File: src/sv/dlz_pkg.sv
// shared types and constants of the descrambling lz decompressor
`default_nettype none
package dlz_pkg;

    // rolling descramble key
    localparam logic [7:0] KEY_INIT = 8'hF2;
    localparam logic [7:0] KEY_STEP = 8'h11;

    // token format: 10-bit distance field, 6-bit copy count
    localparam int DIST_FIELD_W = 10;
    localparam int DIST_W       = DIST_FIELD_W + 1;
    localparam int COUNT_W      = 6;

    // configuration port
    localparam int CFG_ADDR_W = 4;
    localparam logic [CFG_ADDR_W-1:0] ADDR_ESCAPE_BYTE     = 4'h0;
    localparam logic [CFG_ADDR_W-1:0] ADDR_OUTPUT_SIZE     = 4'h4;
    localparam logic [CFG_ADDR_W-1:0] ADDR_COMPRESSED_MODE = 4'h8;

    // token parser phase
    localparam logic [1:0] PH_LITERAL = 2'd0;
    localparam logic [1:0] PH_LOW     = 2'd1;
    localparam logic [1:0] PH_HIGH    = 2'd2;

    typedef struct packed {
        logic [7:0]  escape_byte;
        logic [31:0] output_size;
        logic        compressed_mode;
    } t_cfg;

endpackage
`default_nettype wire

File: src/sv/dlz_cfg.sv
// apb configuration registers of the decompressor
`default_nettype none
module dlz_cfg (
    input  wire                                 i_clk,
    input  wire                                 i_rst_n,
    input  wire                                 psel,
    input  wire                                 penable,
    input  wire                                 pwrite,
    input  wire  [dlz_pkg::CFG_ADDR_W-1:0]      paddr,
    input  wire  [31:0]                         pwdata,
    output logic [31:0]                         prdata,
    output logic                                pready,
    output dlz_pkg::t_cfg                       o_cfg
);
    import dlz_pkg::*;

    t_cfg r_cfg;
    logic wr_en;

    assign pready = 1'b1;
    assign wr_en  = psel && penable && pwrite && pready;
    assign o_cfg  = r_cfg;

    // register writes
    always_ff @(posedge i_clk) begin
        if (!i_rst_n) begin
            r_cfg.escape_byte     <= 8'h00;
            r_cfg.output_size     <= 32'h0;
            r_cfg.compressed_mode <= 1'b1;
        end else if (wr_en) begin
            unique case (paddr)
                ADDR_ESCAPE_BYTE:     r_cfg.escape_byte     <= pwdata[7:0];
                ADDR_OUTPUT_SIZE:     r_cfg.output_size     <= pwdata;
                ADDR_COMPRESSED_MODE: r_cfg.compressed_mode <= pwdata[0];
                default: ;
            endcase
        end
    end

    // read back
    always_comb begin
        unique case (paddr)
            ADDR_ESCAPE_BYTE:     prdata = {24'h0, r_cfg.escape_byte};
            ADDR_OUTPUT_SIZE:     prdata = r_cfg.output_size;
            ADDR_COMPRESSED_MODE: prdata = {31'h0, r_cfg.compressed_mode};
            default:              prdata = 32'h0;
        endcase
    end

endmodule
`default_nettype wire
File: config.mk
export PLATFORM = sky130hd
export DESIGN_NAME = dlz_cfg
export DESIGN_NICKNAME = d
export VERILOG_FILES = /design/src/sv/dlz_pkg.sv /design/src/sv/dlz_cfg.sv
export SDC_FILE = /design/constraint.sdc
export NUM_CORES = 1
export LEC_CHECK = 0
export ABC_CLOCK_PERIOD_IN_PS = 2300
export BUFFER_PORTS_ARGS = -buffer_cell sky130_fd_sc_hd__buf_2
export CAP_MARGIN = 20
export CORE_MARGIN = 1
export CORE_UTILIZATION = 47
export CTS_CLUSTER_DIAMETER = 120
export DETAILED_ROUTE_END_ITERATION = 7
export GPL_TIMING_DRIVEN = 0
export PLACE_DENSITY = 0.95
export SETUP_SLACK_MARGIN = 0.5
export SKIP_LAST_GASP = 1
export SLEW_MARGIN = 20
export SYNTH_ARGS = -nofsm -noshare
export SYNTH_HDL_FRONTEND = slang
export SYNTH_SLANG_ARGS = --single-unit
export TNS_END_PERCENT = 100
File: constraint.sdc
create_clock -name i_clk -period 2.3 [get_ports i_clk]
set_clock_uncertainty 0.15 [all_clocks]
set_input_delay 0.23 -clock i_clk [delete_from_list [all_inputs] [get_ports i_clk]]
set_output_delay 0.23 -clock i_clk [all_outputs]
set_load 0.02 [all_outputs]
Yosys cells after proc, flatten, opt, wreduce, memory -nomap -nowiden

Cells that the tools add are included.

Register bits: 41
Bits of input ports: 41
Output and inout bits: 74
Logic and storage cells: 12

Eq/ne operators: 2
Mux-type cells: 1
Reduce and logical (&&, ||, !) cells: 6

Operator list:

| operator             | number |
|---|---|
| $pmux W32 S3         | 1 |
| $reduce_and A2 Y1    | 3 |
| $eq A4 B3 Y1 const B | 1 |
| $eq A4 B4 Y1 const B | 1 |
| $logic_not A4 Y1     | 1 |
| $logic_and A1 B1 Y1  | 2 |

Depth between registers and ports, before layout

Gate-level depths: netlist of the first run.

Depth in word-level cells: 3
Gate-level depth with buffers: 5
Gate-level depth less buffers: 3

Worst setup path after synthesis of the first run

Ideal clock, no wire load.

Path type: input port to output port
Start point: input paddr[1] in the netlist's numbering
End point: output prdata[1]
Data arrival time: 1.132 ns
Required time: 1.920 ns
Slack: 0.788 ns
Stages on the path: 3
Path buffers: 1
Cells stage by stage: nor4b_4 clkbuf_1 a22o_1

Cells in the longest elaborated chain, start to end: 2
Elaborated cells between the ends (all ways): 4
Classes of those cells: 2 x eq/ne; 1 x mux; 1 x reduce/logical

RTL lines:

| what                                       | line          | text |
|---|---|---|
| start: declaration                         | dlz_cfg.sv:9  | `input wire [dlz_pkg::CFG_ADDR_W-1:0] paddr,` |
| $eq A4 B4 Y1, or another cell as far along | dlz_cfg.sv:42 | `unique case (paddr)` |
| $pmux W32 S3 (*)                           | dlz_cfg.sv:42 |  |
| end: declaration                           | dlz_cfg.sv:11 | `output logic [31:0] prdata,` |

Mark *: on every way between the ends. The rest lies on a longest branch, timed or not.

Worst setup path after layout of the first run

Start point: input paddr[1] in the netlist's numbering
End point: output prdata[3]

Same word-level chain as after synthesis.

==> results of run 1 <==
## per-layer routing
metal,global-route usage,vias up,part of all wire
li1,-,945,-
met2,0.388,80,0.48
met4,0.0878,0,0.011
met3,0.0569,6,0.063
met5,0,-,0
met1,0.272,807,0.45
## cell type report
| type | instances | area, µm² |
|---|---|---|
| Timing Repair Buffer | 114 | 576 |
| Fill cell | 335 | 1290 |
| Inverter | 2 | 7.51 |
| Sequential cell | 41 | 821 |
| Multi-Input combinational cell | 154 | 991 |
| Buffer | 17 | 135 |
| Tap cell | 50 | 62.6 |
| Clock buffer | 7 | 86.3 |
## power groups by stage
stage,Combinational (mW),Clock [mW],Sequential [mW]
after floorplan,0.0489,0,0.734
after global placement,0.106,0,0.731
after detailed placement,0.108,0,0.731
after CTS,0.110,0.482,0.714
after global routing,0.123,0.509,0.714
final,0.111,0.465,0.714
## critical path: cells and delay by family
kind / cells / cell delay, ns
buf+inv: 3 / 0.55
simple gates: 1 / 0.40
compound gates: 1 / 0.16
## Yosys cell counts
cell type,count
nor4_4,1
and2_1,24
conb_1,1
o21ai_0,1
o311ai_0,1
dfxtp_1,41
nor2_1,1
nor4b_4,1
buf_4,3
buf_12,3
and4_1,2
nand2_1,72
mux2i_1,40
a221o_1,1
clkbuf_1,11
nand3_1,1
or4b_1,1
inv_1,2
a22o_1,7
## cell usage in the layout (no fill, tap or decap)
cell type  count
buf_2        112
nand2_1       72
dfxtp_1       41
mux2i_1       40
and2_1        24
clkbuf_1       9
buf_4          8
a22o_1         7
clkbuf_8       6
buf_12         3
inv_1          2
and4_1         2
nor4b_4        1
nor4_4         1
or4b_1         1
nor2_1         1
a221o_1        1
nand3_1        1
o21ai_0        1
o311ai_0       1
conb_1         1
## worst paths after layout
kind | cells past startpoint | slack (ns) | endpoint
min | 3 | 0.03 | o_cfg[30]
max | 5 | 0.57 | prdata[3]
max reg2reg | 2 | 1.47 | o_cfg[0]
min reg2reg | 2 | 0.32 | o_cfg[28]
## logic make-up after synthesis
family | after synthesis
other cells | 1
compound gates | 10
flops | 41
buf+inv | 19
simple gates | 103
mux | 40
## repair_timing
action                                  4_1_cts  5_1_grt
buffers inserted                              1        1
endpoints found under the setup margin       30       30
pin swaps                                     1        1
resized for setup                             4        7
==> results.md, run 1 <==
* Status: completed
* Slew HR at 0.599
* Flop pwr share at 0.554
* Syn nets at between 200 and 300
* Final WL at between 4 and 5 mm
* Fin Hold WS at roughly 0.034 ns
* Die boundary width at about 66 µm
* Worst stage delay on the critical path at 0.40 ns
* First-pass GRT wire length at between 7 and 8 mm
* Fin area at 2680 µm²
* Dpl ws at between 0.2 and 0.25 ns
* Period minus WS final at 1.73 ns
* Final Hold Vio Count at 0
* Post-Syn Instances at 214
* Worst hold path startpoint: pwdata[29]
* Largest net degree at the start of global routing at 12
* Setup crit start: paddr[1]
* Leakage power total at roughly 1.3 nW
* Share of layout cells above drive strength 1 at 0.391
* Pwr Total at ~1.3 mW
* Final setup viols at 0
* Final worst slack at around 0.57 ns
* Min-Delay Path Class: primary input to flip-flop
* Crit-path slowest cell: nor4b_4
* Int Power at ~1.0 mW
* WS Path Type: primary input to primary output
* Largest family of logic cells by synthesized area: simple AND/OR/NAND/NOR gates
* Most common cell on crit path: buf_2
* Sequential element share of the synthesized area at 0.422
* Top post-synthesis cells by area: dfxtp_1, mux2i_1, nand2_1
* Starting Density at 0.489
* Post-synth top area share at 0.422
* Root buf cell: clkbuf_8
* GPL Wtd Cong at 0.752
* Diodes inserted at 0
* Fin util at 0.675
* Crit path cell chain: buf_2, nor4b_4, buf_4, a22o_1, buf_2
* Grt ovf at 0
* Area share of fa/ha/maj cells after synthesis at 0
* Clock Latency Late Sink at 0.28 ns
* Wire length per cell at roughly 13 µm
* Port Buffers at between 100 and 150
* Synthesized flop and latch total at between 40 and 50
* Synth Area in XOR/XNOR at 0
* Detailed placement HPWL at 3.61 mm
* Synth warnings at 0
* GR Util All Layers at 0.228
* Final slew viol count at 0
* Power share of the combinational group at 0.086
* CTS tree: done
* Setup TNS at 0 ns
* Vias in the first global route at 1660
* Crit path capture type: primary output
* Switching Share at 0.227
* Compound-Gate Fraction of Synth Area at 0.0438
* Row count at 23
* Pre-Repair DR Iteration Count at 6
* Synth area leader: dfxtp_1
* Peak VDD IR at between 300 and 400 µV
* Via/cell ratio at 4.77
* # DRC at 0
* P_sw at around 0.3 mW
* FMAX at between 0.5 and 0.6 GHz
* Slew @ Worst Pin at a little under 0.6 ns
* Mux share of post-synthesis cell area at 0.206
* Vias post-DR at about 1800
* Clock-pin transition on the worst setup and hold timing paths at about 0.070 ns
* Nets at approximately 380
* Worst R2R Start: o_cfg[0]
* Hold buffer count at cts at 0
* Num CTS Buffers at 5
* Io pins at approximately 120
* Max FFs per register at 41
* Initial antenna violation count at 0
* Avg Inst Size Synth at 9.08 µm²
* Clock sinks at 41
* Final Non-Filler Cells at roughly 390
* Required @ worst endpoint at approximately 1.9 ns
* Clock buffer depth at 2
* Power Dens Cells at between 400 and 500 nW/µm²
* Synth cell types at 19
* Final period utilization at 0.750
* Antenna-violating nets left at 0
* Dpl cell area at between 2000 and 3000 µm²
* CORE AREA at approximately 4000 µm²
* Simple-Gate Fraction of Synth Area at 0.258
* Dpl cells at around 380
* Die ar. at ~4400 µm²
* Synth Cell Area at just under 2000 µm²
* CP arrival at between 1 and 1.5 ns
* Chip height at ~66 µm
* Worst-path maximum fanout at 10
* H-tree Lvls at 2
* Iter 0 DRT Violations at 72
* Startpoint types: primary input
* Clock power frac at 0.360
* Synth-to-Final Area Change at 37.9%
* Max Cap Viol at 0
* RSZ-0062 raised after global routing: yes
Note: power is estimated with default switching activity, not from simulation.
==> run 2, diff against run 1 <==
ABC_AREA = 1   (was unset)
ABC_CLOCK_PERIOD_IN_PS = 1450   (was 2300)
CORE_UTILIZATION = 41   (was 47)
PLACE_DENSITY = 0.88   (was 0.95)
clock period = 1.45 ns   (was 2.3 ns; I/O delays follow)
==> run 2 against run 1 <==
Against the previous run: via count rose by 75%; area after synthesis increased by 11%; first-iteration DRC count grew to 4.2 times the previous value; combinational power grew to 3.7 times the previous value; highest routed layer unchanged; sequential power up 58%.
==> results.md, run 2 <==
* Status: completed (unchanged)
* Pwr Total at 2.32 mW (was 1.29 mW)
* Max Cap Viol at 0 (unchanged)
* Commonest non-fill, non-tap cells in the layout: buf_6, nor2_1, inv_1 (was buf_2, nand2_1, dfxtp_1)
* Worst hold endpoint: o_cfg[37] (was o_cfg[30])
* Final setup viols at 0 (unchanged)
* Commonest non-fill, non-tap cell in the layout: buf_6 (was buf_2)
* Synth-to-Final Area Change at 95.8% (was 37.9%)
* Final WL at 11.0 mm (was 4.82 mm)
* Top post-synthesis cells by count: nor2_1, inv_1, nand2_1, nand3_1, dfxtp_1 (was nand2_1, dfxtp_1, mux2i_1, and2_1, clkbuf_1)
* Share of layout cells above drive strength 1 at 0.557 (was 0.391)
* EDFF count, synth at 0 (unchanged)
* Chip height at 74.6 µm (was 66.3 µm)
* Nets at 546 (was 376)
* CP top delay family: flip-flops (was buffers and inverters)
* Buf/Inv on CP at 2 (was 3)
* Crit path cell chain: inv_1, nor2_4, buf_6 (was buf_2, nor4b_4, buf_4, a22o_1, buf_2)
* FF-to-FF path depth at 4 (was 2)
* Synth Area in XOR/XNOR at 0 (unchanged)
* Worst r2r dst: o_cfg[15] (was o_cfg[0])
* Initial antenna violation count at 0 (unchanged)
* Slew HR at 0.614 (was 0.599)
* Row count at 26 (was 23)
* Syn nets at 393 (was 255)
* Worst hold path stage count at 5 (was 3)
* Root buf cell: clkbuf_8 (unchanged)
* RSZ-0062 raised after global routing: yes (unchanged)
* Peak VDD IR at 434 µV (was 361 µV)
* Antenna-violating nets left at 0 (unchanged)
* Via/cell ratio at 5.57 (was 4.77)
* Ys flop type: dfxtp_1 (unchanged)
* Final period utilization at 0.986
* Dpl cells at 534 (was 376)
* Worst hold path startpoint: pwdata[4] (was pwdata[29])
* Period minus WS final at about 1.4 ns
* Final slew viol count at 0 (unchanged)
* Final Hold Vio Count at 0 (unchanged)
* FILL cells at 256 (was 335)
* Synth Cell Area at 2160 µm² (was 1940 µm²)
* Count leader, synth: nor2_1 (was nand2_1)
* WS Path Type: flip-flop to primary output (was primary input to primary output)
* Leakage power total at 2.00 nW (was 1.32 nW)
* First-pass GRT wire length at 13.4 mm (was 7.48 mm)
* Worst stage delay on the critical path at 0.36 ns (was 0.40 ns)
* Clock buffer depth at 2 (unchanged)
* Compound-Gate Fraction of Synth Area at 0 (was 0.0438)
* Detailed placement HPWL at 4.71 mm (was 3.61 mm)
* Largest net degree at the start of global routing at 14 (was 12)
* Post-synth ARST share at 0 (unchanged)
* Max FFs per register at 41 (unchanged)
* FF-to-FF setup slack at 0.45 ns (was 1.47 ns)
* Required @ worst endpoint at 1.15 ns (was 1.92 ns)
* Startpoint types: flip-flop (was primary input)
* Vias post-DR at 3211 (was 1838)
* Diodes inserted at 0 (unchanged)
* CP arrival at 1.13 ns (was 1.35 ns)
* GPL Wtd Cong at 0.836 (was 0.752)
* Synth warnings at 0 (unchanged)
* Port Buffers at 112 (unchanged)
* Sequential element share of the synthesized area at 0.380 (was 0.422)
* FMAX at ~0.7 GHz
* Avg Inst Size Synth at 6.13 µm² (was 9.08 µm²)
* Top post-synthesis cells by area: dfxtp_1, nor2_1, inv_1 (was dfxtp_1, mux2i_1, nand2_1)
* GR Util All Layers at 0.325 (was 0.228)
* Crit-path slowest cell: dfxtp_2 (was nor4b_4)
* Wire length per cell at 19.2 µm (was 12.5 µm)
* Pre-Repair DR Iteration Count at 6 (unchanged)
* Vias in the first global route at 2765 (was 1660)
* Min-Delay Path Class: primary input to flip-flop (unchanged)
* Clock sinks at 41 (unchanged)
* Io pins at 115 (unchanged)
* Area share of fa/ha/maj cells after synthesis at 0 (unchanged)
* Power Dens Cells at 549 nW/µm² (was 482 nW/µm²)
* Post-Syn Instances at 352 (was 214)
* Simple-Gate Fraction of Synth Area at 0.449 (was 0.258)
* Final Non-Filler Cells at 576 (was 385)
* Crit path capture type: primary output (unchanged)
* Starting Density at 0.425 (was 0.489)
* Worst-path maximum fanout at 3 (was 10)
* Fin area at 4230 µm² (was 2680 µm²)
* Slew @ Worst Pin at 0.578 ns (was 0.596 ns)
* Die ar. at 5560 µm² (was 4400 µm²)
* Iter 0 DRT Violations at 305 (was 72)
* Synth cell types at 17 (was 19)
* Worst R2R Start: o_cfg[15] (was o_cfg[0])
* Dpl cell area at 3120 µm² (was 2570 µm²)
* Largest family of logic cells by synthesized area: simple AND/OR/NAND/NOR gates (unchanged)
* CTS tree: done (unchanged)
* Mux share of post-synthesis cell area at 0 (was 0.206)
* Clock Latency Late Sink at 0.29 ns (was 0.28 ns)
* Num CTS Buffers at 5 (unchanged)
* Die boundary width at 74.6 µm (was 66.3 µm)
* Grt ovf at 0 (unchanged)
* # DRC at 0 (unchanged)
* H-tree Lvls at 2 (unchanged)
* Clock-pin transition on the worst setup and hold timing paths at 0.09 ns (was 0.07 ns)
* Synth area leader: dfxtp_1 (unchanged)
* CORE AREA at 5070 µm² (was 3970 µm²)
* Synthesized flop and latch total at 41 (unchanged)
* Post-synth top area share at 0.380 (was 0.422)
## run 2: changes by cell type in the layout (fill, tap and decap cells not counted), moves of 34 or more
cell     before  now
inv_1         2   59
buf_2       112   35
mux2i_1      40    0
nor2_1        1   67
nand3_1       1   38
dfxtp_1      41    0
buf_6         0   87
dfxtp_2       0   35
nor2_4        0   34
## run 2: how the worst max path moves through the flow
| stage | startpoint | end | slack (ns) | cells past startpoint |
|---|---|---|---|---|
| floorplan | paddr[1] | prdata[11] | 0.39 | 4 |
| global placement | paddr[1] | prdata[0] | 0.07 | 7 |
| detailed placement | paddr[1] | prdata[0] | 0.06 | 7 |
| CTS | paddr[0] | prdata[23] | 0.15 | 7 |
| global route | paddr[1] | o_cfg[24] | -0.06 | 10 |
| finish | o_cfg[12] | prdata[11] | 0.02 | 3 |
## run 2: worst register-to-register path, cell delays in order (launching register included)
cell and delay, ns:
dfxtp_2 0.35, buf_4 0.13, buf_4 0.13, nor2_4 0.10
nor2_2 0.05
## run 2: logic make-up (layout without fill, tap and decap cells)
logic type,count (synthesis),count (layout)
other,1,1
flip-flops,41,41
AND/OR/NAND/NOR,227,227
buffers and inverters,83,237
## run 2: per-layer routing
layer / up-vias / GRT usage / wire length (µm)
met2: 281 / 0.587 / 5270
met3: 83 / 0.0949 / 1180
met4: 0 / 0.161 / 741
met5: - / 0 / 0
li1: 1346 / - / -
met1: 1501 / 0.343 / 3850
## run 2: final cells by class
type                    count  area, µm²  share of cell area
flip-flops and latches     41        887               0.210
clock buffers               5       68.8              0.0163
clock inverters             3       17.5             0.00414
multi-input cells         228       1340               0.317
inverters                  61        229              0.0542
repair buffers            146       1370               0.325
plain buffers              22        223              0.0527
well taps                  70       87.6              0.0207
## run 2: metrics by stage
stage / worst slack (ns) / utilization / TNS, ns / hold WS, ns
global placement: 0.0704 / 0.614 / 0 / 0.267
global route: -0.0631 / 0.833 / -0.0975 / 0.0365
detailed placement: 0.0617 / 0.614 / 0 / 0.277
CTS: 0.151 / 0.793 / 0 / -0.00481
finish: 0.0206 / 0.833 / 0 / 0.0388
floorplan: 0.394 / - / 0 / 0.172
## run 2: what timing repair did
item	CTS	global route
resized for setup	211	40
endpoints found under the setup margin	77	113
endpoints found under the hold margin	2	0
pin swaps	12	29
gates cloned	6	0
buffers inserted	18	9
hold buffers	1	0
## run 2: power breakdown
part | total (mW) | internal, mW | switching, mW
clock network | 0.776 | 0.333 | 0.442
registers | 1.13 | 1.12 | 0.0103
logic | 0.412 | 0.174 | 0.238
total | 2.32 | 1.63 | 0.691
